[config.mk]
export PLATFORM = sky130hd
export DESIGN_NAME = vbsc_dp
export DESIGN_NICKNAME = d
export VERILOG_FILES = /design/src/rtl/vbsc_pkg.sv /design/src/rtl/vbsc_dp.sv
export SDC_FILE = /design/constraint.sdc
export NUM_CORES = 2
export LEC_CHECK = 0
export BUFFER_PORTS_ARGS = -buffer_cell sky130_fd_sc_hd__buf_4
export CAP_MARGIN = 30
export CORE_UTILIZATION = 35
export DETAILED_ROUTE_END_ITERATION = 12
export PLACE_DENSITY = 0.52
export SLEW_MARGIN = 20
export SYNTH_ARGS = -nofsm -noshare
export SYNTH_HDL_FRONTEND = slang
export SYNTH_SLANG_ARGS = --single-unit
[constraint.sdc]
create_clock -name clk -period 23 [get_ports clk]
set_input_delay 1.15 -clock clk [delete_from_list [all_inputs] [get_ports clk]]
set_output_delay 1.15 -clock clk [all_outputs]
set_load 0.03 [all_outputs]
[src/rtl/vbsc_pkg.sv]
`default_nettype none
// ----------------------------------------------------------------------------
// vbsc_pkg
// Shared constants, codes and control types of the volume box-sum counter.
// ----------------------------------------------------------------------------
package vbsc_pkg;

    localparam int MAX_X_DEF = 16;
    localparam int MAX_Y_DEF = 16;
    localparam int MAX_Z_DEF = 16;

    localparam int QW      = 4;
    localparam int DW      = 17;
    localparam int CNT_W   = 48;
    localparam int ST_W    = 2;
    localparam int GS_W    = 5;
    localparam int RAD_W   = 4;
    localparam int MEAS_W  = 32;
    localparam int ACC_W   = 32;
    localparam int CFG_IW  = 3;
    localparam int CFG_DW  = 32;
    localparam int STEP_W  = 3;

    localparam logic [CFG_IW-1:0] CFG_GRID_X  = 3'd0;
    localparam logic [CFG_IW-1:0] CFG_GRID_Y  = 3'd1;
    localparam logic [CFG_IW-1:0] CFG_GRID_Z  = 3'd2;
    localparam logic [CFG_IW-1:0] CFG_RADIUS  = 3'd3;
    localparam logic [CFG_IW-1:0] CFG_THIN    = 3'd4;
    localparam logic [CFG_IW-1:0] CFG_MEASURE = 3'd5;

    localparam logic [ST_W-1:0] ST_OK         = 2'd0;
    localparam logic [ST_W-1:0] ST_NOT_LOADED = 2'd1;
    localparam logic [ST_W-1:0] ST_RANGE      = 2'd2;

    localparam logic [GS_W-1:0]   GRID_RST    = 5'd16;
    localparam logic [RAD_W-1:0]  RADIUS_RST  = 4'd1;
    localparam logic [MEAS_W-1:0] MEASURE_RST = 32'd65536;

    localparam logic [STEP_W-1:0] STEP_FIRST = 3'd0;
    localparam logic [STEP_W-1:0] STEP_ONE   = 3'd1;
    localparam logic [STEP_W-1:0] STEP_LAST  = 3'd7;

    typedef struct packed {
        logic              accept;
        logic              rd_en;
        logic [STEP_W-1:0] step;
        logic              wr_en;
        logic              mul_en;
        logic              mul_k;
        logic              out_load;
    } vbsc_cmd_t;

    typedef struct packed {
        logic go_load;
        logic go_query;
    } vbsc_stat_t;

endpackage
`default_nettype wire

[src/rtl/vbsc_dp.sv]
`default_nettype none
// ----------------------------------------------------------------------------
// vbsc_dp
// Datapath: config registers, load position, corner addressing, accumulators,
// measure scaling and response registers.
// ----------------------------------------------------------------------------
module vbsc_dp #(
    parameter int MAX_X = vbsc_pkg::MAX_X_DEF,
    parameter int MAX_Y = vbsc_pkg::MAX_Y_DEF,
    parameter int MAX_Z = vbsc_pkg::MAX_Z_DEF,
    localparam int DEPTH = (MAX_X + 1) * (MAX_Y + 1) * (MAX_Z + 1),
    localparam int AW    = $clog2(DEPTH)
) (
    input  wire logic                          clk,
    input  wire logic                          rst_n,
    input  wire logic                          cfg_we,
    input  wire logic [vbsc_pkg::CFG_IW-1:0]   cfg_index,
    input  wire logic [vbsc_pkg::CFG_DW-1:0]   cfg_data,
    input  wire logic                          action,
    input  wire logic [vbsc_pkg::QW-1:0]       query_x,
    input  wire logic [vbsc_pkg::QW-1:0]       query_y,
    input  wire logic [vbsc_pkg::QW-1:0]       query_z,
    input  wire logic [vbsc_pkg::DW-1:0]       r_small_density,
    input  wire logic [vbsc_pkg::DW-1:0]       r_large_density,
    input  wire logic [vbsc_pkg::DW-1:0]       k_small_density,
    input  wire logic [vbsc_pkg::DW-1:0]       k_large_density,
    input  wire vbsc_pkg::vbsc_cmd_t           cmd,
    output vbsc_pkg::vbsc_stat_t               stat,
    output logic                               ram_en,
    output logic                               ram_we,
    output logic [AW-1:0]                      ram_addr,
    output logic [2*vbsc_pkg::ACC_W-1:0]       ram_wdata,
    input  wire logic [2*vbsc_pkg::ACC_W-1:0]  ram_rdata,
    output logic [vbsc_pkg::CNT_W-1:0]         r_count,
    output logic [vbsc_pkg::CNT_W-1:0]         k_count,
    output logic [vbsc_pkg::ST_W-1:0]          status,
    output logic                               table_loaded
);

    localparam int MAXC = (MAX_X > MAX_Y) ? ((MAX_X > MAX_Z) ? MAX_X : MAX_Z)
                                          : ((MAX_Y > MAX_Z) ? MAX_Y : MAX_Z);
    localparam int CW   = $clog2(MAXC + 1);
    localparam int EW   = (CW > vbsc_pkg::GS_W) ? CW : vbsc_pkg::GS_W;
    localparam int VW   = vbsc_pkg::DW + 1;
    localparam int AccW = vbsc_pkg::ACC_W;
    localparam int PW   = AccW + vbsc_pkg::MEAS_W;

    function automatic logic [CW-1:0] clamp_size(input logic [vbsc_pkg::GS_W-1:0] v,
                                                 input int maxv);
        if (v == '0)
        begin
            return CW'(1);
        end
        if (int'(v) > maxv)
        begin
            return CW'(maxv);
        end
        return CW'(v);
    endfunction

    function automatic logic [CW-1:0] lo_bound(input logic [vbsc_pkg::QW-1:0] q,
                                               input logic [vbsc_pkg::RAD_W-1:0] r);
        return (q > r) ? CW'(q - r) : '0;
    endfunction

    function automatic logic [CW-1:0] hi_bound(input logic [vbsc_pkg::QW-1:0] q,
                                               input logic [vbsc_pkg::RAD_W-1:0] r,
                                               input logic [CW-1:0] n);
        logic [EW-1:0] h;
        h = EW'(q) + EW'(r) + EW'(1);
        return (h < EW'(n)) ? CW'(h) : n;
    endfunction

    logic [vbsc_pkg::GS_W-1:0]   gsx_reg, gsy_reg, gsz_reg;
    logic [vbsc_pkg::RAD_W-1:0]  rad_reg;
    logic                        thin_reg;
    logic [vbsc_pkg::MEAS_W-1:0] meas_reg;

    logic [CW-1:0] lx_reg, ly_reg, lz_reg;
    logic          full_reg;

    logic          load_reg;
    logic          qok_reg;
    logic [vbsc_pkg::ST_W-1:0] st_reg;
    logic [CW-1:0] x0_reg, y0_reg, z0_reg, x1_reg, y1_reg, z1_reg;

    logic          rdv_reg, add_reg, bord_reg;
    logic [AccW-1:0] accr_reg, acck_reg;
    logic [vbsc_pkg::CNT_W-1:0] prodr_reg, prodk_reg;

    logic [vbsc_pkg::CNT_W-1:0] rout_reg, kout_reg;
    logic [vbsc_pkg::ST_W-1:0]  stout_reg;
    logic                       tlout_reg;

    logic [CW-1:0] nx, ny, nz;
    logic          in_grid;
    logic [vbsc_pkg::ST_W-1:0] st_next;
    logic [VW-1:0] vr, vk;
    logic [CW-1:0] ax, ay, az;
    logic          step_add, step_bord;
    logic [AccW-1:0] rd_r, rd_k;
    logic [AccW-1:0] mul_op;
    logic [PW-1:0]   prod;
    logic          restart;

    assign nx = clamp_size(gsx_reg, MAX_X);
    assign ny = clamp_size(gsy_reg, MAX_Y);
    assign nz = clamp_size(gsz_reg, MAX_Z);

    assign in_grid = (EW'(query_x) < EW'(nx)) && (EW'(query_y) < EW'(ny))
                  && (EW'(query_z) < EW'(nz));

    assign stat.go_load  = !action && !full_reg;
    assign stat.go_query = action && full_reg && in_grid;

    always_comb
    begin
        if (!action)
        begin
            st_next = full_reg ? vbsc_pkg::ST_RANGE : vbsc_pkg::ST_OK;
        end
        else if (!full_reg)
        begin
            st_next = vbsc_pkg::ST_NOT_LOADED;
        end
        else
        begin
            st_next = in_grid ? vbsc_pkg::ST_OK : vbsc_pkg::ST_RANGE;
        end
    end

    assign vr = VW'(r_small_density) + VW'(r_large_density);
    assign vk = VW'(k_small_density) + VW'(k_large_density);

    // corner of the current step: loads walk back from the new voxel,
    // queries pick lower or upper bound per axis
    always_comb
    begin
        if (load_reg)
        begin
            ax = (lx_reg + CW'(1)) - CW'(cmd.step[0]);
            ay = (ly_reg + CW'(1)) - CW'(cmd.step[1]);
            az = (lz_reg + CW'(1)) - CW'(cmd.step[2]);
            step_add = ^cmd.step;
        end
        else
        begin
            ax = cmd.step[0] ? x0_reg : x1_reg;
            ay = cmd.step[1] ? y0_reg : y1_reg;
            az = cmd.step[2] ? z0_reg : z1_reg;
            step_add = ~(^cmd.step);
        end
    end

    assign step_bord = (ax == '0) || (ay == '0) || (az == '0);

    assign ram_addr  = AW'((int'(az) * (MAX_Y + 1) + int'(ay)) * (MAX_X + 1) + int'(ax));
    assign ram_we    = cmd.wr_en;
    assign ram_en    = cmd.wr_en || (cmd.rd_en && !step_bord);
    assign ram_wdata = {accr_reg, acck_reg};

    assign rd_r = ram_rdata[2*AccW-1:AccW];
    assign rd_k = ram_rdata[AccW-1:0];

    assign mul_op = cmd.mul_k ? acck_reg : accr_reg;
    assign prod   = PW'(mul_op) * PW'(meas_reg);

    assign restart = cfg_we && ((cfg_index == vbsc_pkg::CFG_GRID_X)
                             || (cfg_index == vbsc_pkg::CFG_GRID_Y)
                             || (cfg_index == vbsc_pkg::CFG_GRID_Z));

    always_ff @(posedge clk or negedge rst_n)
    begin
        if (!rst_n)
        begin
            gsx_reg  <= vbsc_pkg::GRID_RST;
            gsy_reg  <= vbsc_pkg::GRID_RST;
            gsz_reg  <= vbsc_pkg::GRID_RST;
            rad_reg  <= vbsc_pkg::RADIUS_RST;
            thin_reg <= 1'b0;
            meas_reg <= vbsc_pkg::MEASURE_RST;
            lx_reg   <= '0;
            ly_reg   <= '0;
            lz_reg   <= '0;
            full_reg <= 1'b0;
            load_reg <= 1'b0;
            rdv_reg  <= 1'b0;
        end
        else
        begin
            if (cfg_we)
            begin
                unique case (cfg_index)
                    vbsc_pkg::CFG_GRID_X:  gsx_reg  <= cfg_data[vbsc_pkg::GS_W-1:0];
                    vbsc_pkg::CFG_GRID_Y:  gsy_reg  <= cfg_data[vbsc_pkg::GS_W-1:0];
                    vbsc_pkg::CFG_GRID_Z:  gsz_reg  <= cfg_data[vbsc_pkg::GS_W-1:0];
                    vbsc_pkg::CFG_RADIUS:  rad_reg  <= cfg_data[vbsc_pkg::RAD_W-1:0];
                    vbsc_pkg::CFG_THIN:    thin_reg <= cfg_data[0];
                    vbsc_pkg::CFG_MEASURE: meas_reg <= cfg_data[vbsc_pkg::MEAS_W-1:0];
                    default: ;
                endcase
            end

            if (restart)
            begin
                lx_reg   <= '0;
                ly_reg   <= '0;
                lz_reg   <= '0;
                full_reg <= 1'b0;
            end
            else if (cmd.wr_en)
            begin
                if (lx_reg + CW'(1) >= nx)
                begin
                    lx_reg <= '0;
                    if (ly_reg + CW'(1) >= ny)
                    begin
                        ly_reg <= '0;
                        if (lz_reg + CW'(1) >= nz)
                        begin
                            lz_reg   <= '0;
                            full_reg <= 1'b1;
                        end
                        else
                        begin
                            lz_reg <= lz_reg + CW'(1);
                        end
                    end
                    else
                    begin
                        ly_reg <= ly_reg + CW'(1);
                    end
                end
                else
                begin
                    lx_reg <= lx_reg + CW'(1);
                end
            end

            if (cmd.accept)
            begin
                load_reg <= !action;
            end
            rdv_reg <= cmd.rd_en;
        end
    end

    // item capture, accumulation, scaling, response
    always_ff @(posedge clk)
    begin
        if (cmd.accept)
        begin
            qok_reg <= stat.go_query;
            st_reg  <= st_next;
            x0_reg  <= lo_bound(query_x, rad_reg);
            y0_reg  <= lo_bound(query_y, rad_reg);
            x1_reg  <= hi_bound(query_x, rad_reg, nx);
            y1_reg  <= hi_bound(query_y, rad_reg, ny);
            if (thin_reg)
            begin
                z0_reg <= '0;
                z1_reg <= CW'(1);
            end
            else
            begin
                z0_reg <= lo_bound(query_z, rad_reg);
                z1_reg <= hi_bound(query_z, rad_reg, nz);
            end
            accr_reg <= action ? '0 : AccW'(vr);
            acck_reg <= action ? '0 : AccW'(vk);
        end
        else if (rdv_reg && !bord_reg)
        begin
            accr_reg <= add_reg ? accr_reg + rd_r : accr_reg - rd_r;
            acck_reg <= add_reg ? acck_reg + rd_k : acck_reg - rd_k;
        end

        add_reg  <= step_add;
        bord_reg <= step_bord;

        if (cmd.mul_en)
        begin
            if (cmd.mul_k)
            begin
                prodk_reg <= prod[PW-1:16];
            end
            else
            begin
                prodr_reg <= prod[PW-1:16];
            end
        end

        if (cmd.out_load)
        begin
            rout_reg  <= qok_reg ? prodr_reg : '0;
            kout_reg  <= qok_reg ? prodk_reg : '0;
            stout_reg <= st_reg;
            tlout_reg <= full_reg;
        end
    end

    assign r_count      = rout_reg;
    assign k_count      = kout_reg;
    assign status       = stout_reg;
    assign table_loaded = tlout_reg;

endmodule
`default_nettype wire

==> flow_metrics.tcl <==
set metrics [dict create \
    ant_nets 0 \
    cp.required_ps 23400 \
    cts_buffer_depth 3 \
    setup_viol 0 \
    grt_max_degree 97 \
    period_minus_slack_ps 9800 \
    status "finished clean" \
    die-width_um 399 \
    initial_utilization 0.353 \
    ys_seq_area_frac 0.192 \
    post_cts_buffers 0 \
    crit_type "in2reg" \
    synth.top_cell.area_share 0.330 \
    row_count 145 \
    core_area_sq_um 156000 \
    path_cells "buf_4, mux2_2, nand2_1, fa_1, fa_1, fa_1, fa_1, inv_1, fa_1, fa_1, fa_1, inv_1, fa_1, inv_1, ha_1, nand4_1, or3_1, or3_1, a211oi_1, or4_4, nand2_2, o31ai_1, o21ai_1, xnor2_1" \
    area.sequential_sq_um 10600 \
    cts_tree "built" \
    synth_cell_types 83 \
    fill_cells 15745 \
    end_kind "register" \
    cts_sinks 364 \
    fmax_ghz 0.102 \
    max_stage_delay_ps 860 \
    synth_cells 5644 \
    reg2reg_to "prodk_reg[42]" \
    area_delta_synth_final_pct 11.3 \
    synth_edf_count 292 \
    cp_max_fo 34 \
    ctsResizeCount 0 \
    synthFlopType "edfxtp_1" \
    grt_overflow 0 \
    tightest_slew_ps 1010 \
    die_h_um 399 \
    cts-buffers-inserted 45 \
    boundaryPins 372 \
    holdBufCountCts 0 \
    worstPathArrival_ps 10200 \
    totalWireLength_mm 167 \
    htreeDepth 2 \
    placement.io_buffers 371 \
    cts.reportedPaths.clkPinSlew_ps 60 \
    drc 0 \
    antenna_found_initial 6 \
    syn_area_sq_um 55200 \
    grt_util_all_layers 0.213 \
    cpMostUsedCell "fa_1" \
    hold_viol 0 \
    wl_per_cell_um 21.1 \
    num-nets-final 7419 \
    routabilityCongestion 0.894 \
    timing.rr.start "acck_reg[24]" \
    ys_ff_latch 364 \
    clock-root-buffer "clkbuf_16" \
    hold_class "in2async" \
    rsz0062_at_grt "false" \
    vias 39936 \
    multi_input_area_sq_um 40000 \
    drv_slew 0 \
    yosys-top-cells-area "fa_1, edfxtp_1, ha_1" \
    synthArstFlopShare 0.192 \
    slew_headroom 0.325 \
    die_area_sq_um 159000 \
    drive_gt1_frac 0.103 \
    syn_nets 7217 \
    tns_ps 0 \
    max_cap_viol_count 0 \
    slowest_stage "mux2_2" \
    grt_pass1_vias 42610 \
    ff2ff_path_depth 24 \
    rrSetupSlack_ps 13760 \
    hpwl_mm 131 \
    period_share 0.426 \
    yosysWarnings 0 \
    grt_pass1_wl_mm 259 \
    vias_per_cell 5.03 \
    finClkSkew_ps 40.1 \
    critPathLaunchType "input pin" \
    drtPass1Iterations 5 \
    avgSynthCellArea_sq_um 9.77 \
    clk_latency_ps 660 \
    first_iter_violations 2231 \
    synth_top_area_cell "fa_1" \
]
kinds of logic after synthesis:
kind of cell,count (synthesis),synth area share
multiplexers,97,0.0196
AND/OR/NAND/NOR,1732,0.161
buffers and inverters,1237,0.0843
adder cells (fa/ha/maj),1381,0.437
XOR/XNOR,222,0.0353
AO/OA/AOI/OAI,611,0.0711
flip-flops,364,0.192
placed cells by master (no fill, tap or decap), types with 19 or more instances in the layout:
master | netlist | routed
a211oi_1 | 28 | 28
a21o_1 | 73 | 73
a21oi_1 | 180 | 180
a31oi_1 | 28 | 28
and2_1 | 699 | 698
buf_4 | 1 | 418
clkbuf_16 | 0 | 45
dfrtp_1 | 65 | 58
edfxtp_1 | 292 | 292
fa_1 | 909 | 909
ha_1 | 472 | 472
inv_1 | 971 | 971
mux2_2 | 83 | 83
nand2_1 | 556 | 556
nand2b_1 | 32 | 32
nand3_1 | 41 | 41
nand4_1 | 19 | 19
nor2_1 | 201 | 201
nor2b_1 | 26 | 25
nor3_1 | 60 | 60
nor4_1 | 22 | 22
o21a_1 | 26 | 26
o21ai_0 | 99 | 98
o21bai_1 | 37 | 37
o22ai_1 | 24 | 24
o31ai_1 | 19 | 19
xnor2_1 | 112 | 112
xor2_1 | 110 | 110
Yosys cell counts (6+ instances only):
master and number:
a211o_1 7, a211oi_1 28, a21boi_0 6, a21o_1 73, a21oi_1 180, a31oi_1 28, and2_1 699, and3_1 15
clkbuf_1 261, dfrtp_1 65, edfxtp_1 292, fa_1 909, ha_1 472, inv_1 971, mux2_2 83, mux2i_1 11
nand2_1 556, nand2b_1 32, nand3_1 41, nand3b_1 6, nand4_1 19, nor2_1 201, nor2b_1 26, nor3_1 60
nor3b_1 7, nor4_1 22, o211ai_1 12, o21a_1 26, o21ai_0 99, o21ai_1 16, o21bai_1 37, o22ai_1 24
o31ai_1 19, or2_2 6, or3_1 16, or4_1 6, xnor2_1 112, xor2_1 110
through the flow:
| stage | area, sq um | hold slack [ps] | util | cells | setup WS, ps |
|---|---|---|---|---|---|
| after global routing | 61400 | 354 | 0.393 | 7937 | 12830 |
| after global placement | 59900 | 403 | 0.383 | 7856 | 12590 |
| final | 61400 | 362 | 0.393 | 7940 | 13200 |
| after CTS | 61400 | 330 | 0.393 | 7937 | 13220 |
| after floorplan | 55200 | 400 | - | 5644 | 13840 |
| after detailed placement | 59900 | 416 | 0.383 | 7857 | 12570 |
worst max-delay path by stage:
| stage | from | to | slack (ps) | depth (start not counted) |
|---|---|---|---|---|
| after floorplan | cmd[1] | prodk_reg[38] | 13840 | 28 |
| after global placement | cmd[1] | prodr_reg[31] | 12590 | 23 |
| after detailed placement | cmd[1] | prodk_reg[39] | 12570 | 24 |
| after CTS | cmd[1] | prodr_reg[39] | 13220 | 24 |
| after global routing | cmd[1] | prodk_reg[39] | 12830 | 24 |
| final | cmd[1] | prodk_reg[42] | 13200 | 24 |
worst max-delay path: cells and delay by family:
kind	cells	cell delay, ps
buffers and inverters	4	570
AOI/OAI and AO/OA	3	1000
muxes	1	860
xor gates and xnor gates	1	340
and+or+nand+nor	6	1510
adders and majority gates	9	4650
layout make-up:
class	count	area share
Antenna cell	3	0.000122
Tap cell	2058	0.0419
Clock buffer	58	0.0198
Timing Repair Buffer	419	0.0512
Sequential cell	364	0.172
Multi-Input combinational cell	4043	0.651
Inverter	973	0.0595
Clock inverter	22	0.00456
layer usage:
metal | GRT usage | share of wire | wire length, um | vias up
met5 | 0 | 0.00034 | 57 | -
met4 | 0.0462 | 0.021 | 3550 | 10
met3 | 0.0474 | 0.073 | 12300 | 181
met2 | 0.339 | 0.45 | 75400 | 1194
met1 | 0.297 | 0.45 | 76100 | 20357
li1 | - | - | - | 18194
Power is not shown: default switching activity piles up to over one toggle a cycle in this logic, so the estimate is an artifact.
