## src/rtl/vbsc_pkg.sv

```systemverilog
`default_nettype none
// ----------------------------------------------------------------------------
// vbsc_pkg
// Shared constants, codes and control types of the volume box-sum counter.
// ----------------------------------------------------------------------------
package vbsc_pkg;

    localparam int MAX_X_DEF = 16;
    localparam int MAX_Y_DEF = 16;
    localparam int MAX_Z_DEF = 16;

    localparam int QW      = 4;
    localparam int DW      = 17;
    localparam int CNT_W   = 48;
    localparam int ST_W    = 2;
    localparam int GS_W    = 5;
    localparam int RAD_W   = 4;
    localparam int MEAS_W  = 32;
    localparam int ACC_W   = 32;
    localparam int CFG_IW  = 3;
    localparam int CFG_DW  = 32;
    localparam int STEP_W  = 3;

    localparam logic [CFG_IW-1:0] CFG_GRID_X  = 3'd0;
    localparam logic [CFG_IW-1:0] CFG_GRID_Y  = 3'd1;
    localparam logic [CFG_IW-1:0] CFG_GRID_Z  = 3'd2;
    localparam logic [CFG_IW-1:0] CFG_RADIUS  = 3'd3;
    localparam logic [CFG_IW-1:0] CFG_THIN    = 3'd4;
    localparam logic [CFG_IW-1:0] CFG_MEASURE = 3'd5;

    localparam logic [ST_W-1:0] ST_OK         = 2'd0;
    localparam logic [ST_W-1:0] ST_NOT_LOADED = 2'd1;
    localparam logic [ST_W-1:0] ST_RANGE      = 2'd2;

    localparam logic [GS_W-1:0]   GRID_RST    = 5'd16;
    localparam logic [RAD_W-1:0]  RADIUS_RST  = 4'd1;
    localparam logic [MEAS_W-1:0] MEASURE_RST = 32'd65536;

    localparam logic [STEP_W-1:0] STEP_FIRST = 3'd0;
    localparam logic [STEP_W-1:0] STEP_ONE   = 3'd1;
    localparam logic [STEP_W-1:0] STEP_LAST  = 3'd7;

    typedef struct packed {
        logic              accept;
        logic              rd_en;
        logic [STEP_W-1:0] step;
        logic              wr_en;
        logic              mul_en;
        logic              mul_k;
        logic              out_load;
    } vbsc_cmd_t;

    typedef struct packed {
        logic go_load;
        logic go_query;
    } vbsc_stat_t;

endpackage
`default_nettype wire

```

## src/rtl/vbsc_ctrl.sv

```systemverilog
`default_nettype none
// ----------------------------------------------------------------------------
// vbsc_ctrl
// Sequencer: table reads, write-back or scaling, and response hand-off.
// ----------------------------------------------------------------------------
module vbsc_ctrl (
    input  wire logic                 clk,
    input  wire logic                 rst_n,
    input  wire logic                 in_valid,
    output logic                      in_ready,
    input  wire logic                 out_ready,
    output logic                      out_valid,
    input  wire vbsc_pkg::vbsc_stat_t stat,
    output vbsc_pkg::vbsc_cmd_t       cmd
);

    typedef enum logic [2:0] {
        S_IDLE,
        S_RD,
        S_LAST,
        S_WR,
        S_MULR,
        S_MULK,
        S_FIN
    } state_t;

    state_t                      state_reg;
    logic [vbsc_pkg::STEP_W-1:0] step_reg;
    logic                        load_reg;
    logic                        out_valid_reg;
    logic                        take;

    assign in_ready  = (state_reg == S_IDLE);
    assign out_valid = out_valid_reg;
    assign take      = (state_reg == S_FIN) && (!out_valid_reg || out_ready);

    always_comb
    begin
        cmd          = '0;
        cmd.accept   = in_ready && in_valid;
        cmd.rd_en    = (state_reg == S_RD);
        cmd.step     = (state_reg == S_RD) ? step_reg : vbsc_pkg::STEP_FIRST;
        cmd.wr_en    = (state_reg == S_WR);
        cmd.mul_en   = (state_reg == S_MULR) || (state_reg == S_MULK);
        cmd.mul_k    = (state_reg == S_MULK);
        cmd.out_load = take;
    end

    always_ff @(posedge clk or negedge rst_n)
    begin
        if (!rst_n)
        begin
            state_reg     <= S_IDLE;
            step_reg      <= vbsc_pkg::STEP_FIRST;
            load_reg      <= 1'b0;
            out_valid_reg <= 1'b0;
        end
        else
        begin
            if (take)
            begin
                out_valid_reg <= 1'b1;
            end
            else if (out_ready)
            begin
                out_valid_reg <= 1'b0;
            end

            unique case (state_reg)
                S_IDLE:
                begin
                    if (in_valid)
                    begin
                        load_reg <= stat.go_load;
                        if (stat.go_load)
                        begin
                            step_reg  <= vbsc_pkg::STEP_ONE;
                            state_reg <= S_RD;
                        end
                        else if (stat.go_query)
                        begin
                            step_reg  <= vbsc_pkg::STEP_FIRST;
                            state_reg <= S_RD;
                        end
                        else
                        begin
                            state_reg <= S_FIN;
                        end
                    end
                end
                S_RD:
                begin
                    step_reg <= step_reg + 1'b1;
                    if (step_reg == vbsc_pkg::STEP_LAST)
                    begin
                        state_reg <= S_LAST;
                    end
                end
                S_LAST:  state_reg <= load_reg ? S_WR : S_MULR;
                S_WR:    state_reg <= S_FIN;
                S_MULR:  state_reg <= S_MULK;
                S_MULK:  state_reg <= S_FIN;
                S_FIN:
                begin
                    if (take)
                    begin
                        state_reg <= S_IDLE;
                    end
                end
                default: state_reg <= S_IDLE;
            endcase
        end
    end

endmodule
`default_nettype wire

```

## config.mk

```make
export PLATFORM = sky130hd
export DESIGN_NAME = vbsc_ctrl
export DESIGN_NICKNAME = d
export VERILOG_FILES = /design/src/rtl/vbsc_pkg.sv /design/src/rtl/vbsc_ctrl.sv
export SDC_FILE = /design/constraint.sdc
export NUM_CORES = 1
export LEC_CHECK = 0
export ABC_AREA = 1
export BUFFER_PORTS_ARGS = -buffer_cell sky130_fd_sc_hd__buf_4
export CORE_AREA = 4 4 41 43
export CTS_CLUSTER_DIAMETER = 150
export DETAILED_ROUTE_END_ITERATION = 16
export DIE_AREA = 0 0 45 47
export GPL_TIMING_DRIVEN = 0
export PLACE_DENSITY = 0.66
export SLEW_MARGIN = 20
export SYNTH_ARGS = -nofsm -noshare
export SYNTH_HDL_FRONTEND = slang
export SYNTH_SLANG_ARGS = --single-unit
```

## constraint.sdc

```tcl
create_clock -name clk -period 2.4 [get_ports clk]
set_input_delay 0.36 -clock clk [delete_from_list [all_inputs] [get_ports clk]]
set_output_delay 0.36 -clock clk [all_outputs]
set_load 0.02 [all_outputs]
```

==> results of run 1 <==
==> layout make-up <==
type,count,area share [%]
Multi-Input combinational cell,54,39.0
Sequential cell,8,27.8
Timing Repair Buffer,17,18.1
Inverter,16,8.35
Clock buffer,3,3.13
Tap cell,15,2.61
Buffer,1,1.04
==> path summary, 6_finish.rpt <==
check / startpoint / end / slack, ps / cells after the start
setup reg to reg: step_reg[0]$_DFFE_PN0P_ / state_reg[0]$_DFFE_PN0P_ / 1110 / 7
min in group asynchronous: rst_n / step_reg[0]$_DFFE_PN0P_ / 460 / 2
setup / recovery: state_reg[1]$_DFFE_PN0P_ / cmd[8] / 710 / 4
hold reg to reg: step_reg[2]$_DFFE_PN0P_ / step_reg[2]$_DFFE_PN0P_ / 550 / 2
max in group asynchronous: rst_n / out_valid$_DFFE_PN0P_ / 1800 / 2
hold / removal: stat[1] / load_reg$_DFFE_PN0P_ / 310 / 3
==> repair_timing <==
item,4_1_cts,5_1_grt
hold buffers,1,0
endpoints found under the hold margin,8,0
resized for setup,0,0
setup buffers,0,0
==> power by group <==
part / total [mW] / switching (mW) / internal, mW
sequential: 0.270 / 0.0737 / 0.196
combinational: 0.539 / 0.328 / 0.211
clock: 0.107 / 0.0493 / 0.0575
total: 0.915 / 0.451 / 0.464
==> stage by stage <==
step                setup slack (ps)  hold WS (ps)
floorplan                       1010          64.4
global placement                 924           186
detailed placement               913           187
CTS                              693           312
global route                     574           330
finish                           713           315
==> worst max-delay path, delay by kind of cell (launching register included) <==
kind                   cells  cell delay [ps]
buffers and inverters      1              160
flip-flops                 1              470
AND/OR/NAND/NOR            3              440
==> layer usage <==
| layer | vias up | track usage, % |
|---|---|---|
| met5 | - | 0 |
| met4 | 0 | 8.77 |
| met3 | 4 | 5.75 |
| met2 | 13 | 21.5 |
| met1 | 229 | 17.4 |
| li1 | 280 | - |
==> cell families (layout without fill, tap and decap cells) <==
kind of cell | count (synthesis) | in the layout
compound gates | 7 | 7
fa+ha+maj | 2 | 2
flops | 8 | 8
simple gates | 45 | 45
buf+inv | 17 | 37
==> placed cells by master (no fill, tap or decap) <==
cell,instances
buf_4,17
clkbuf_4,3
ha_1,2
dlygate4sd3_1,1
nand3b_1,1
dfrtp_1,8
nor2_2,1
o2bb2ai_1,1
nor2_1,13
o21ai_1,4
nand3_1,2
o21ai_0,2
or2_2,1
nand3_2,3
inv_1,14
nand2_1,21
nand2_2,1
nor2_4,2
inv_2,2
==> metrics.csv, run 1 <==
stage,metric,value,unit
routing,post-route ant nets,0,
synthesis,Adder-Cell Fraction of Synth Area,4.57,%
synthesis,main combinational cell family by area after synthesis,simple AND/OR/NAND/NOR gates,
die,Die Y,47,um
clocking,Root Buffer,clkbuf_4,
grt,grt ovf,0,
synthesis,Compound-Gate Fraction of Synth Area,7.08,%
synthesis,Synth Area in XOR/XNOR,0,%
routing,metal3 WL,79,um
sta,final setup violation count,0,
routing,Pre-antenna DRT Iters,4,
routing,via count,526,
layout,share of cells above drive strength 1,30.3,%
setup_path,CP Max Fanout,6,
layout,Final Cell Area,719,um^2
synthesis,Unique masters post-synth,17,
sta,Fin Clk Skew,8.91,ps
place,placed insts,110,
power_and_ir_drop,VDD IR max,0.614,mV
sta,Tmin final,1690,ps
setup_path,slowest cell on the critical path,dfrtp_1,
layout,ant diodes,0,
setup_path,Critical Path AT,1330,ps
die,I/O pin count,17,
synthesis,Synthesis Warnings,0,
sta,Tcrit/Tclk final,70.3,%
setup_path,Setup crit end kind,output pin,
power_and_ir_drop,Power Dens Cells,1270,nW/um^2
grt,number of global-route vias before repair,493,
setup_path,Worst Setup Path Type,flop to output pin,
synthesis,Synth area leaders,"dfrtp_1 37%, nand2_1 14%, inv_1 9.6%, nor2_1 8.9%, nand3_2 5.5%",
layout,"Core Util, Final",55.3,%
grt,antenna violations before repair,0,
synthesis,Post-synth ARST share,100,%
place,Detail Placement HPWL,910,um
synthesis,largest area contributor in the netlist,dfrtp_1,
die,die area,2120,um^2
die,Die Span X,45,um
clocking,clock sink count,8,
clocking,TritonCTS clock tree,built,
clocking,H-tree level count,1,
sta,slew margin rel.,81.6,%
setup_path,crit-path cells,"nor2_4, nand2_1, nor2_1, buf_4",
layout,Final nets,109,
layout,Non-Filler Instances,114,
flow_run,max_cap viols,0,
synthesis,netlist area before placement,548,um^2
synthesis,Syn Nets,87,
clocking,CTS Buf Count,3,
die,Core Box Area,1300,um^2
synthesis,"EDFF count, synth",0,
setup_path,CP startpoint kind,flop,
synthesis,post-synthesis mux area share,0,%
place,Area after DPL,687,um^2
synthesis,Syn Inst Count,79,
setup_path,Worst path max stage delay,470,ps
layout,Multi-input gate area,280,um^2
die,num rows,13,
routing,highest routed layer,met4,
routing,DRC,0,
sta,Slew @ Worst Pin,276,ps
layout,P&R area growth vs syn,31.3,%
synthesis,Synth Area in Simple Gates,39.5,%
grt,first-pass GRT wire length,2.10,mm
sta,final count of hold timing violations,0,
synthesis,Mapped Avg Cell Area,6.94,um^2
routing,M1 wire length,509,um
routing,Total Wirelength,1.13,mm
clocking,CTS Buffer Depth,2,
worst_hold_path,Worst Hold Class,input pin to flop,
routing,Met2 Wirelength,511,um
sta,Max Clk Rate,0.593,GHz
sta,max-slew violation total from the final report,0,
synthesis,"Seq/Total Area, Yosys",36.5,%
routing,Initial DRC Count,5,
sta,RSZ-0062 raised after global routing,no,
grt,Total Routing Usage GR,14.4,%
power_and_ir_drop,Final Total Pwr,915,uW
routing,Via density,4.61,
place,GP Congestion,0.841,
synthesis,Synth Flop Type,dfrtp_1,
synthesis,post-synth top area share,36.5,%
outcome,run status,"finished, final reports clean",
die,Initial Util,42.1,%
synthesis,top-count cell post-synth,nand2_1,
synthesis,Post-synth top cells,"21 x nand2_1, 14 x inv_1, 13 x nor2_1, 8 x dfrtp_1, 4 x o21ai_1",
power_and_ir_drop,Static Leak,0.431,nW
clocking,clock latency on the worst-skew pair,260,ps
routing,routed len/inst,9.90,um
layout,Reg area,200,um^2
place,# port buffers,16,
setup_path,Required @ worst endpoint,2040,ps
layout,filler cell count,143,
grt,pin count of the biggest net entering global routing,9,
sta,sum of negative setup slack,0,ps
synthesis,post-synthesis register bit count,8,
clocking,clk slew on worst S/H paths,60,ps
Note: power is estimated with default switching activity, not from simulation.
==> run 2, diff against run 1 <==
--- a/config.mk
+++ b/config.mk
@@ -5,14 +5,13 @@
 export SDC_FILE = /design/constraint.sdc
 export NUM_CORES = 1
 export LEC_CHECK = 0
-export ABC_AREA = 1
+export ABC_AREA = 0
 export BUFFER_PORTS_ARGS = -buffer_cell sky130_fd_sc_hd__buf_4
 export CORE_AREA = 4 4 41 43
 export CTS_CLUSTER_DIAMETER = 150
 export DETAILED_ROUTE_END_ITERATION = 16
 export DIE_AREA = 0 0 45 47
 export GPL_TIMING_DRIVEN = 0
-export PLACE_DENSITY = 0.66
 export SLEW_MARGIN = 20
 export SYNTH_ARGS = -nofsm -noshare
 export SYNTH_HDL_FRONTEND = slang
==> constraint.sdc (replaced) <==
create_clock -name clk -period 1.7 [get_ports clk]
set_input_delay 0.255 -clock clk [delete_from_list [all_inputs] [get_ports clk]]
set_output_delay 0.255 -clock clk [all_outputs]
set_load 0.02 [all_outputs]
==> metrics.csv, run 2 <==
stage,metric,value,unit,change
layout,most frequent cells in the layout,"20 x buf_4, 8 x dfrtp_1, 4 x clkbuf_4",,
clocking,CTS Buf Count,3,,unchanged
routing,M1 wire length,604,um,+19%
grt,grt ovf,0,,unchanged
die,I/O pin count,17,,unchanged
worst_hold_path,Worst Hold Class,input pin to flop,,
layout,Final Cell Area,734,um^2,+2.1%
synthesis,largest area contributor in the netlist,dfrtp_1,,
routing,Pre-antenna DRT Iters,4,,unchanged
layout,"commonest non-fill, non-tap cell in the layout",buf_4,,
routing,metal3 WL,89,um,+13%
sta,final count of hold timing violations,0,,unchanged
routing,Initial DRC Count,8,,+3
sta,Max Clk Rate,0.608,GHz,
routing,highest routed layer,met4,,
grt,Total Routing Usage GR,13.7,%,-0.69 points
setup_path,CP Buf/Inv Count,2,,+1
sta,Fin Clk Skew,2.88,ps,-6.02 ps
clocking,CTS Buffer Depth,2,,unchanged
die,Die Y,47,um,unchanged
place,Detail Placement HPWL,900,um,-1.1%
synthesis,Syn Inst Count,53,,-33%
clocking,clock sink count,8,,unchanged
layout,Final nets,86,,-21%
routing,routed len/inst,14.5,um,+47%
routing,via count,496,,-5.7%
synthesis,"EDFF count, synth",0,,unchanged
setup_path,Worst Setup Path Type,flop to output pin,,
clocking,clock latency on the worst-skew pair,250,ps,about the same
synthesis,post-synth top area share,37.8,%,+1.3 points
sta,RSZ-0062 raised after global routing,no,,
grt,pin count of the biggest net entering global routing,11,,+2
setup_path,Required @ worst endpoint,1440,ps,-600 ps
setup_path,CP Max Fanout,6,,unchanged
power_and_ir_drop,Power Dens Cells,1880,nW/um^2,+48%
setup_path,Top Family by Delay on Critical Path,simple AND/OR/NAND/NOR gates,,
sta,Tcrit/Tclk final,96.7,%,
synthesis,"Seq/Total Area, Yosys",37.8,%,+1.3 points
routing,Via density,5.45,,+18%
grt,number of global-route vias before repair,447,,-9.3%
synthesis,Mapped Avg Cell Area,9.99,um^2,+44%
clocking,clk slew on worst S/H paths,60,ps,about the same
layout,ant diodes,0,,unchanged
setup_path,Critical Path AT,1390,ps,+60 ps
power_and_ir_drop,VDD IR max,0.829,mV,+35%
power_and_ir_drop,Flop pwr share,25.5,%,-4.0 points
power_and_ir_drop,sw frac,42.6,%,-6.6 points
power_and_ir_drop,power share of the combinational group,63.8,%,+4.9 points
routing,DRC,0,,unchanged
synthesis,Syn Nets,61,,-30%
routing,Met2 Wirelength,613,um,+20%
grt,antenna violations before repair,0,,unchanged
synthesis,post-synthesis register bit count,8,,unchanged
setup_path,crit-path cells,"buf_6, or3b_4, nor2_4, buf_6",,
synthesis,Synth Flop Type,dfrtp_1,,
die,Die Span X,45,um,unchanged
die,die area,2120,um^2,unchanged
power_and_ir_drop,Static Leak,0.369,nW,-15%
place,GP Congestion,0.691,,-18%
power_and_ir_drop,power share of the clock group,10.8,%,-0.9 points
die,Initial Util,40.7,%,-1.4 points
synthesis,top-count cell post-synth,dfrtp_1,,
sta,Tmin final,1640,ps,
layout,filler cell count,125,,-13%
synthesis,Unique masters post-synth,28,,+11
power_and_ir_drop,internal power,792,uW,+71%
setup_path,slowest cell on the critical path,or3b_4,,
outcome,run status,"finished, final reports clean",,
clocking,Root Buffer,clkbuf_4,,
synthesis,Post-synth ARST share,100,%,unchanged
sta,final setup violation count,0,,unchanged
synthesis,Synth area leaders,"dfrtp_1 38%, mux2i_1 5.7%, a22o_1 5.0%, ha_1 4.7%, and2_1 3.5%",,
synthesis,netlist area before placement,529,um^2,-3.4%
power_and_ir_drop,NetSw,588,uW,+30%
routing,Total Wirelength,1.32,mm,+17%
sta,max-slew violation total from the final report,0,,unchanged
sta,sum of negative setup slack,0,ps,unchanged
sta,Slew @ Worst Pin,374,ps,+98.4 ps
grt,first-pass GRT wire length,2.08,mm,-1.3%
setup_path,CP startpoint kind,flop,,
sta,slew margin rel.,74.4,%,-7.2 points
setup_path,Worst path max stage delay,380,ps,-90 ps
synthesis,Synthesis Warnings,0,,unchanged
die,Core Box Area,1300,um^2,unchanged
clocking,TritonCTS clock tree,built,,
flow_run,max_cap viols,0,,unchanged
layout,P&R area growth vs syn,38.8,%,
place,Area after DPL,668,um^2,-2.7%
layout,share of cells above drive strength 1,40.8,%,+10 points
die,num rows,13,,unchanged
routing,post-route ant nets,0,,unchanged
place,# port buffers,16,,unchanged
setup_path,Setup crit end kind,output pin,,
clocking,H-tree level count,1,,unchanged
setup_path,"most used cell, CP",buf_6,,
[run 2: area by class of cell]
class	count	area (um^2)	share of cell area, %
Multi-Input combinational cell	40	298	40.5
Sequential cell	8	200	27.3
Timing Repair Buffer	20	156	21.3
Buffer	5	38.8	5.28
Clock buffer	3	22.5	3.07
Tap cell	15	18.8	2.56
[run 2: timing repair]
item                                   4_1_cts  5_1_grt
setup buffers                                0        3
resized for setup                            0        5
endpoints found under the hold margin        8        0
hold buffers                                 1        0
setup endpoints to repair                    0        6
[run 2: path summary, 6_finish.rpt]
path / slack (ps) / depth (start not counted) / endpoint / startpoint
max: 60 / 4 / cmd[8] / state_reg[0]$_DFFE_PN0P_
min: 240 / 2 / state_reg[2]$_DFFE_PN0P_ / stat[0]
max reg2reg: 140 / 5 / load_reg$_DFFE_PN0P_ / state_reg[0]$_DFFE_PN0P_
min reg2reg: 530 / 1 / load_reg$_DFFE_PN0P_ / load_reg$_DFFE_PN0P_
max in group asynchronous: 1220 / 2 / state_reg[1]$_DFFE_PN0P_ / rst_n
min in group asynchronous: 350 / 2 / step_reg[1]$_DFFE_PN0P_ / rst_n
[run 2: power groups by stage]
stage	logic, mW	clock network [mW]	registers (mW)
final	0.881	0.148	0.352
after detailed placement	0.814	0	0.347
after CTS	0.819	0.155	0.344
after global routing	0.967	0.163	0.360
after global placement	0.802	0	0.345
after floorplan	0.570	0	0.344
[run 2: kinds of logic after synthesis]
| kind of cell | after synthesis | share of synthesized area [%] |
|---|---|---|
| adder cells (fa/ha/maj) | 2 | 4.73 |
| multiplexers | 4 | 7.80 |
| flip-flops | 8 | 37.8 |
| AO/OA/AOI/OAI | 13 | 18.9 |
| buffers and inverters | 5 | 6.38 |
| AND/OR/NAND/NOR | 21 | 24.4 |
[run 2: per-stage QoR]
step	hold WS [ps]	power (mW)	std cells	setup slack, ps	util, %
after floorplan	-40.6	0.914	53	200	-
after global placement	81.2	1.15	84	259	51.3
after detailed placement	81.7	1.16	84	248	51.3
after CTS	221	1.32	88	0.855	53.8
after global routing	232	1.49	91	8.71	56.4
final	241	1.38	91	55.6	56.4
[run 2: per-layer routing]
metal / track usage [%] / up-vias
li1: - / 243
met4: 7.02 / 0
met2: 21.2 / 22
met1: 18.1 / 227
met3: 2.68 / 4
met5: 0 / -
==> run 3, diff against run 2 <==
--- a/config.mk
+++ b/config.mk
@@ -12,6 +12,7 @@
 export DETAILED_ROUTE_END_ITERATION = 16
 export DIE_AREA = 0 0 45 47
 export GPL_TIMING_DRIVEN = 0
+export SETUP_SLACK_MARGIN = 0.1
 export SLEW_MARGIN = 20
 export SYNTH_ARGS = -nofsm -noshare
 export SYNTH_HDL_FRONTEND = slang
==> metrics.csv, run 3 (same netlist as run 2, synthesis figures left out) <==
stage,metric,value,unit,change
clocking,Root Buffer,clkbuf_4,,
clocking,CTS Buffer Depth,2,,unchanged
sta,final setup violation count,0,,unchanged
worst_hold_path,Worst Hold Class,input pin to flop,,
sta,max-slew violation total from the final report,0,,unchanged
sta,sum of negative setup slack,0,ps,unchanged
setup_path,Setup crit end kind,output pin,,
layout,Non-Filler Instances,90,,-1.1%
setup_path,Required @ worst endpoint,1440,ps,about the same
routing,Total Wirelength,1.30,mm,-1.5%
power_and_ir_drop,Power Dens Cells,1870,nW/um^2,-0.46%
layout,ant diodes,0,,unchanged
die,die area,2120,um^2,unchanged
place,GP Congestion,0.691,,unchanged
clocking,CTS Buf Count,3,,unchanged
layout,"commonest non-fill, non-tap cell in the layout",buf_4,,
setup_path,CP startpoint kind,flop,,
sta,Tmin final,1620,ps,-26.6 ps
sta,slew margin rel.,74.7,%,+0.30 points
routing,routed len/inst,14.5,um,-0.42%
setup_path,"most used cell, CP",buf_6,,
routing,Pre-antenna DRT Iters,4,,unchanged
setup_path,slowest cell on the critical path,or3b_4,,
setup_path,Worst path max stage delay,380,ps,about the same
clocking,clk slew on worst S/H paths,60,ps,about the same
place,Area after DPL,668,um^2,unchanged
setup_path,CP Max Fanout,4,,-2
setup_path,Top Family by Delay on Critical Path,simple AND/OR/NAND/NOR gates,,
routing,post-route ant nets,0,,unchanged
routing,via count,487,,-1.8%
power_and_ir_drop,VDD IR max,0.839,mV,+1.2%
outcome,run status,"finished, final reports clean",,
routing,Initial DRC Count,9,,+1
routing,DRC,0,,unchanged
clocking,H-tree level count,1,,unchanged
setup_path,crit-path cells,"buf_6, or3b_4, nor2_4, buf_6",,
place,Detail Placement HPWL,900,um,unchanged
grt,grt ovf,0,,unchanged
sta,Max Clk Rate,0.618,GHz,+1.6%
die,Die Span X,45,um,unchanged
clocking,clock latency on the worst-skew pair,260,ps,about the same
routing,Via density,5.41,,-0.72%
sta,Fin Clk Skew,0.196,ps,-2.69 ps
clocking,clock sink count,8,,unchanged
grt,pin count of the biggest net entering global routing,11,,unchanged
setup_path,Worst Setup Path Type,flop to output pin,,
power_and_ir_drop,Static Leak,0.370,nW,+0.30%
grt,Total Routing Usage GR,14.2,%,+0.48 points
layout,share of cells above drive strength 1,44.0,%,+3.2 points
layout,Multi-input gate area,310,um^2,+4.2%
place,# port buffers,16,,unchanged
clocking,TritonCTS clock tree,built,,
die,Die Y,47,um,unchanged
die,Initial Util,40.7,%,unchanged
sta,Tcrit/Tclk final,95.2,%,-1.6 points
die,Core Box Area,1300,um^2,unchanged
sta,final count of hold timing violations,0,,unchanged
setup_path,CP Buf/Inv Count,2,,unchanged
grt,number of global-route vias before repair,457,,+2.2%
layout,Final nets,85,,-1.2%
grt,antenna violations before repair,0,,unchanged
die,I/O pin count,17,,unchanged
sta,Slew @ Worst Pin,370,ps,-4.35 ps
layout,Reg area,200,um^2,unchanged
layout,most frequent cells in the layout,"19 x buf_4, 8 x dfrtp_1",,
layout,Final Cell Area,743,um^2,+1.2%
layout,filler cell count,123,,-1.6%
layout,P&R area growth vs syn,40.4,%,
sta,RSZ-0062 raised after global routing,yes,,
grt,first-pass GRT wire length,2.14,mm,+3.0%
place,placed insts,84,,unchanged
flow_run,max_cap viols,0,,unchanged
die,num rows,13,,unchanged
setup_path,Critical Path AT,1360,ps,-30 ps
[run 3: changes by cell type in the layout (fill, tap and decap cells not counted), sizes merged]
cell | before | now
clkbuf | 4 | 3
[run 3: worst register-to-register path, stage by stage (launching register included)]
cell and delay, ps:
dfrtp_1 370, buf_6 120, or3b_4 380, nor2_4 110, buf_4 110, mux2_1 310
[run 3: per-stage QoR]
step           power (mW)  utilization [%]  hold WS [ps]  setup WS (ps)
3_5_place_dp         1.16             51.3          81.7            248
4_1_cts              1.38             56.3           221           60.6
5_1_grt              1.51             57.1           232           38.6
3_3_place_gp         1.15             51.3          81.2            259
6_report             1.39             57.1           227           82.3
2_1_floorplan       0.914                -         -40.6            200
[run 3: final cells by class]
type / count / area share, %
Tap cell: 15 / 2.53
Buffer: 5 / 5.72
Timing Repair Buffer: 19 / 20.0
Clock buffer: 3 / 3.03
Sequential cell: 8 / 26.9
Multi-Input combinational cell: 40 / 41.8
[run 3: final timing paths]
kind                                           from  slack, ps  cells past startpoint                       end
max in group asynchronous                     rst_n       1220                      2  state_reg[0]$_DFFE_PN0P_
hold / removal                              stat[0]        230                      2  state_reg[2]$_DFFE_PN0P_
min in group asynchronous                     rst_n        350                      2      load_reg$_DFFE_PN0P_
hold reg to reg             step_reg[2]$_DFFE_PN0P_        520                      1   step_reg[2]$_DFFE_PN0P_
setup / recovery           state_reg[0]$_DFFE_PN0P_         80                      4                    cmd[8]
setup reg to reg           state_reg[0]$_DFFE_PN0P_        180                      5      load_reg$_DFFE_PN0P_
[run 3: timing repair]
action / in CTS / in global routing
resized for setup: 5 / 3
setup buffers: 2 / 0
pin swaps: 2 / 1
cloned: 0 / 0
setup endpoints to repair: 6 / 5
hold endpoints to repair: 8 / 0
hold buffers: 1 / 0
[run 3: layer usage]
metal,up-vias,global-route usage [%],share of wire [%]
li1,239,-,-
met1,224,17.4,44
met2,19,23.7,47
met3,5,2.68,7.8
met4,0,7.02,2.0
met5,-,0,0
[run 3: where the power goes]
group          total [mW]  internal (mW)  switching, mW
Sequential          0.353          0.285         0.0680
Clock               0.150         0.0811         0.0692
Combinational       0.888          0.431          0.457
